### config.mk
export PLATFORM = sky130hd
export DESIGN_NAME = tgf_ram
export DESIGN_NICKNAME = d
export VERILOG_FILES = /design/src/sv/tgf_ram.sv
export SDC_FILE = /design/constraint.sdc
export NUM_CORES = 1
export LEC_CHECK = 0
export ABC_CLOCK_PERIOD_IN_PS = 2850
export BUFFER_PORTS_ARGS = -buffer_cell sky130_fd_sc_hd__clkbuf_2
export CORE_MARGIN = 2
export CORE_UTILIZATION = 40
export DETAILED_ROUTE_END_ITERATION = 6
export GPL_TIMING_DRIVEN = 0
export PLACE_DENSITY = 0.62
export SETUP_SLACK_MARGIN = 0.4
export SKIP_LAST_GASP = 1
export SYNTH_ARGS = -nofsm -noshare
export SYNTH_HDL_FRONTEND = slang
export SYNTH_SLANG_ARGS = --single-unit
### constraint.sdc
create_clock -name clk -period 2.85 [get_ports clk]
set_input_delay 0.57 -clock clk [delete_from_list [all_inputs] [get_ports clk]]
set_output_delay 0.57 -clock clk [all_outputs]
set_load 0.02 [all_outputs]
### src/sv/tgf_ram.sv
// Generic single-write, single-read RAM with registered read data.
module tgf_ram #(
  parameter int WIDTH = 8,
  parameter int DEPTH = 16
) (
  input  logic                                    clk,
  input  logic                                    we,
  input  logic [((DEPTH > 1) ? $clog2(DEPTH) : 1)-1:0] waddr,
  input  logic [WIDTH-1:0]                        wdata,
  input  logic [((DEPTH > 1) ? $clog2(DEPTH) : 1)-1:0] raddr,
  output logic [WIDTH-1:0]                        rdata
);

  logic [WIDTH-1:0] mem [DEPTH];

  always_ff @(posedge clk) begin
    if (we) begin
      mem[waddr] <= wdata;
    end
    rdata <= mem[raddr];
  end

endmodule

# --- After elaboration in Yosys (flattened, before gate mapping) ---
# Memories as Yosys holds them, arrays and structs flattened. A register that Yosys moved wholly into a read port is not among the register bits.
# Index checks and enable logic that the tools add are counted.
totals:
  regBits: 0
  ramBits: 128
  inputBits: 18
  output_inout_bits: 8
  wordCells: 3
  memories: 1
memory_table:
  columns: ["memory", "words", "width", "rd", "rd_clocked_by_memory_dff", "write_ports", "line", "source"]
  rows:
  - ["mem", 16, 8, 1, 1, 1, "14", "logic [WIDTH-1:0] mem [DEPTH];"]
classes:
  n_mux: 2
ops:
  columns: ["op", "n"]
  rows:
  - ["$mux 1", 2]

# --- Depth between registers and ports, before layout ---
logic_depth:
  ltp_word: 2
  mapped_depth: 5
  depth_no_buf: 3

# --- Worst setup path before layout ---
# OpenSTA, ideal clock, no wires.
synth_path:
  path_type: "input to register"
  startpoint: "input port waddr[2] (netlist bit)"
  endpoint: "memory mem[0][0], enable pin"
  setup_ns: 0.383
  t_arrival_ns: 1.680
  t_required_ns: 2.467
  setup_slack_ns: 0.787
  path_stages: 2
  n_path_buf: 0
  cell_sequence: "or3b_2 > nor3_1"
synth_rtl:
  columns: ["item", "line", "source"]
  rows:
  - ["start: declaration", "8", "input logic [((DEPTH > 1) ? $clog2(DEPTH) : 1)-1:0] waddr,"]
  - ["end: declaration", "14", null]
# Straight into the memory's write port.

# --- Worst setup path in the final report ---
layout_path:
  startpoint: "input port waddr[2] (netlist bit)"
  endpoint: "memory mem[0][0], enable pin"
# Straight into the memory's write port.

==> reports/metrics.cfg <==
[clocking]
postCtsHoldBufs=0
cts.clk_slew.worst_paths_ns=0.06
cts_max_path_buffers=2
cts_buffers=17
cts_sinks=136
clock_latency_ns=0.41
cts_htree_levels=4
post-cts-setup-buffers=0
root_buffer=clkbuf_16
cts_resized=0
cts_tree=done

[critical_path]
crit_arrival_ns=2.23
worstPathRequired_ns=2.86
crit_type=in -> reg
crit_path_max_fanout=8
cp-start-kind=primary input
endpoint_kind=flip-flop

[floorplan]
rows=41
floorplan.die_area_um2=13790
ios=26
start_util_pct=40.96
die_w_um=117.4
fp.dieH_um=117.4
coreArea_um2=12570

[grt]
antenna_found_initial=0
overflow=0
grt_pass1_vias=2451
grt_max_degree=17
grt_pass1_wl_um=15190
grtUsageTotal_pct=15.71

[logic_synthesis]
post-synth-top-area-cell=edfxtp_1
syn_area_um2=5147
yosys.area_share.simple_pct=3.184
synth_xor_area_share_pct=0
ys_seq_elements=136
syn_area_per_cell_um2=22.48
syn-num-nets=247
synth_top_area_share_pct=74.67
synth_fa_ha_area_share_pct=0
netlist_instances=229
ys_types=19
synth_area_leaders=edfxtp_1 (75%), mux4_2 (7.9%), mux4_1 (7.1%), dfxtp_1 (3.1%), a22oi_1 (2.3%)
yosysSeqAreaShare_pct=77.78
synth-compound-area-share_pct=2.333
synth_top_family_by_area=multiplexers
yosysWarnings=0
synth.mux.area_fraction_pct=15.02

[timing]
relSlewSlack_pct=10.99
hold_viol_final=0
finalCritPeriodShare_pct=77.88
setup_ws_ns=0.6303
skew_ns=0.01029
min_period_ns=2.220
maxSlewViolCount=0
grt_setup_unrepaired=false
worst_slew_pin_slew_ns=1.325
max_freq_mhz=450.5
totalNegativeSetupSlack_ns=0
setup_violations=0

[worst_hold_path]
hold_path.class=in -> reg

[finish]
n_antenna_cell=0
drive_gt1_share_pct=27.62
layout.nets=291
syn2layout_area_growth_pct=18.21
fillers=1016

[detailed_routing]
via_count=2406
drcViolationCount=0
wl_per_cell_um=21.99
drtPass1Iterations=4
detail_route.wirelength_um=10070
initialDrtViolationCount=221
ant_nets=0
via_per_inst=5.253

[status]
outcome=complete, no violations

[placed_design]
port_buffers=24
dp_hpwl_um=6285
gp_congestion=0.7097
dpl_worst_slack_ns=0.2125

[power]
p_leak_nw=2.034
ir_drop_v=0.0004584
powerDensity_nw_per_um2=770.6

[job]
drv_cap=0

[cells in the mapped netlist]
master,number
edfxtp_1,128
mux4_2,18
a22oi_1,16
mux4_1,14
nor2_1,13
nand2_1,9
dfxtp_1,8
nor3_1,4
buf_2,3
buf_6,3
clkdlybuf4s25_2,3
nand2b_1,2
nand3b_1,2
and2_1,1
and2b_1,1
buf_4,1
nand3_1,1
nor2b_1,1
or3b_2,1
[layout by cell type (no fill, tap or decap), types with 4 or more instances in the layout]
cell,n
edfxtp_1,128
clkbuf_2,24
mux4_2,18
clkbuf_16,17
a22oi_1,16
mux4_1,14
nor2_1,13
nand2_1,9
dfxtp_1,8
nor3_1,4
bufinv_16,4
clkbuf_1,4
[sequential cells by signal, indices dropped and copies added (netlist names)]
register and count:
mem 128, rdata 8
[cell families (layout without fill, tap and decap cells)]
logic type | Yosys count | in the layout
AOI/OAI and AO/OA | 16 | 16
buffers and inverters | 10 | 67
and+or+nand+nor | 35 | 35
muxes | 32 | 32
DFF | 136 | 136
[worst paths after layout]
kind / start / cells past startpoint / slack (ns) / endpoint
worst max register to register: mem[9][5]$_DFFE_PP_ / 3 / 1.46 / rdata[5]$_DFF_P_
worst max-delay path: waddr[2] / 3 / 0.63 / mem[0][0]$_DFFE_PP_
worst min-delay path: wdata[6] / 1 / 0.62 / mem[4][6]$_DFFE_PP_
worst min register to register: mem[10][4]$_DFFE_PP_ / 3 / 0.69 / rdata[4]$_DFF_P_
[worst max-delay path, cell delays in order]
cell and delay, ns:
clkbuf_2 0.10, or3b_2 0.53, nor3_1 1.02
[report_power, final]
part / internal [mW] / switching [mW]
sequential: 2.24 / 0.0101
combinational: 0.0886 / 0.140
clock: 1.45 / 0.764
total: 3.78 / 0.914
[stage by stage]
stage / utilization, % / power [mW] / hold WS (ns) / area, µm² / cells
2_1_floorplan: - / 2.417 / 0.6293 / 5147 / 229
3_3_place_gp: 43.62 / 2.514 / 0.6751 / 5483 / 425
3_5_place_dp: 43.62 / 2.521 / 0.6767 / 5483 / 425
4_1_cts: 48.35 / 4.721 / 0.6131 / 6077 / 457
5_1_grt: 48.41 / 4.834 / 0.6347 / 6085 / 458
6_report: 48.41 / 4.689 / 0.6202 / 6085 / 458
[layer usage]
layer  track usage (%)  up-vias  wire length, µm
met1             22.04     1249             4552
met2             23.68       79             4820
li1                  -     1065                -
met5                 0        -                0
met4             6.325        0              161
met3             3.988       13              539
[layout make-up]
type                       instances  area [µm²]  share of cell area [%]
tap                              172       215.2                   3.537
clock inverter                    11       153.9                   2.529
sequential                       136        4004                   65.80
timing repair buffer              25       127.6                   2.097
buffer                            10       86.33                   1.419
clock buffer                      21       440.4                   7.238
multi-input combinational         83        1057                   17.38
Note: power is estimated with default switching activity, not from simulation.
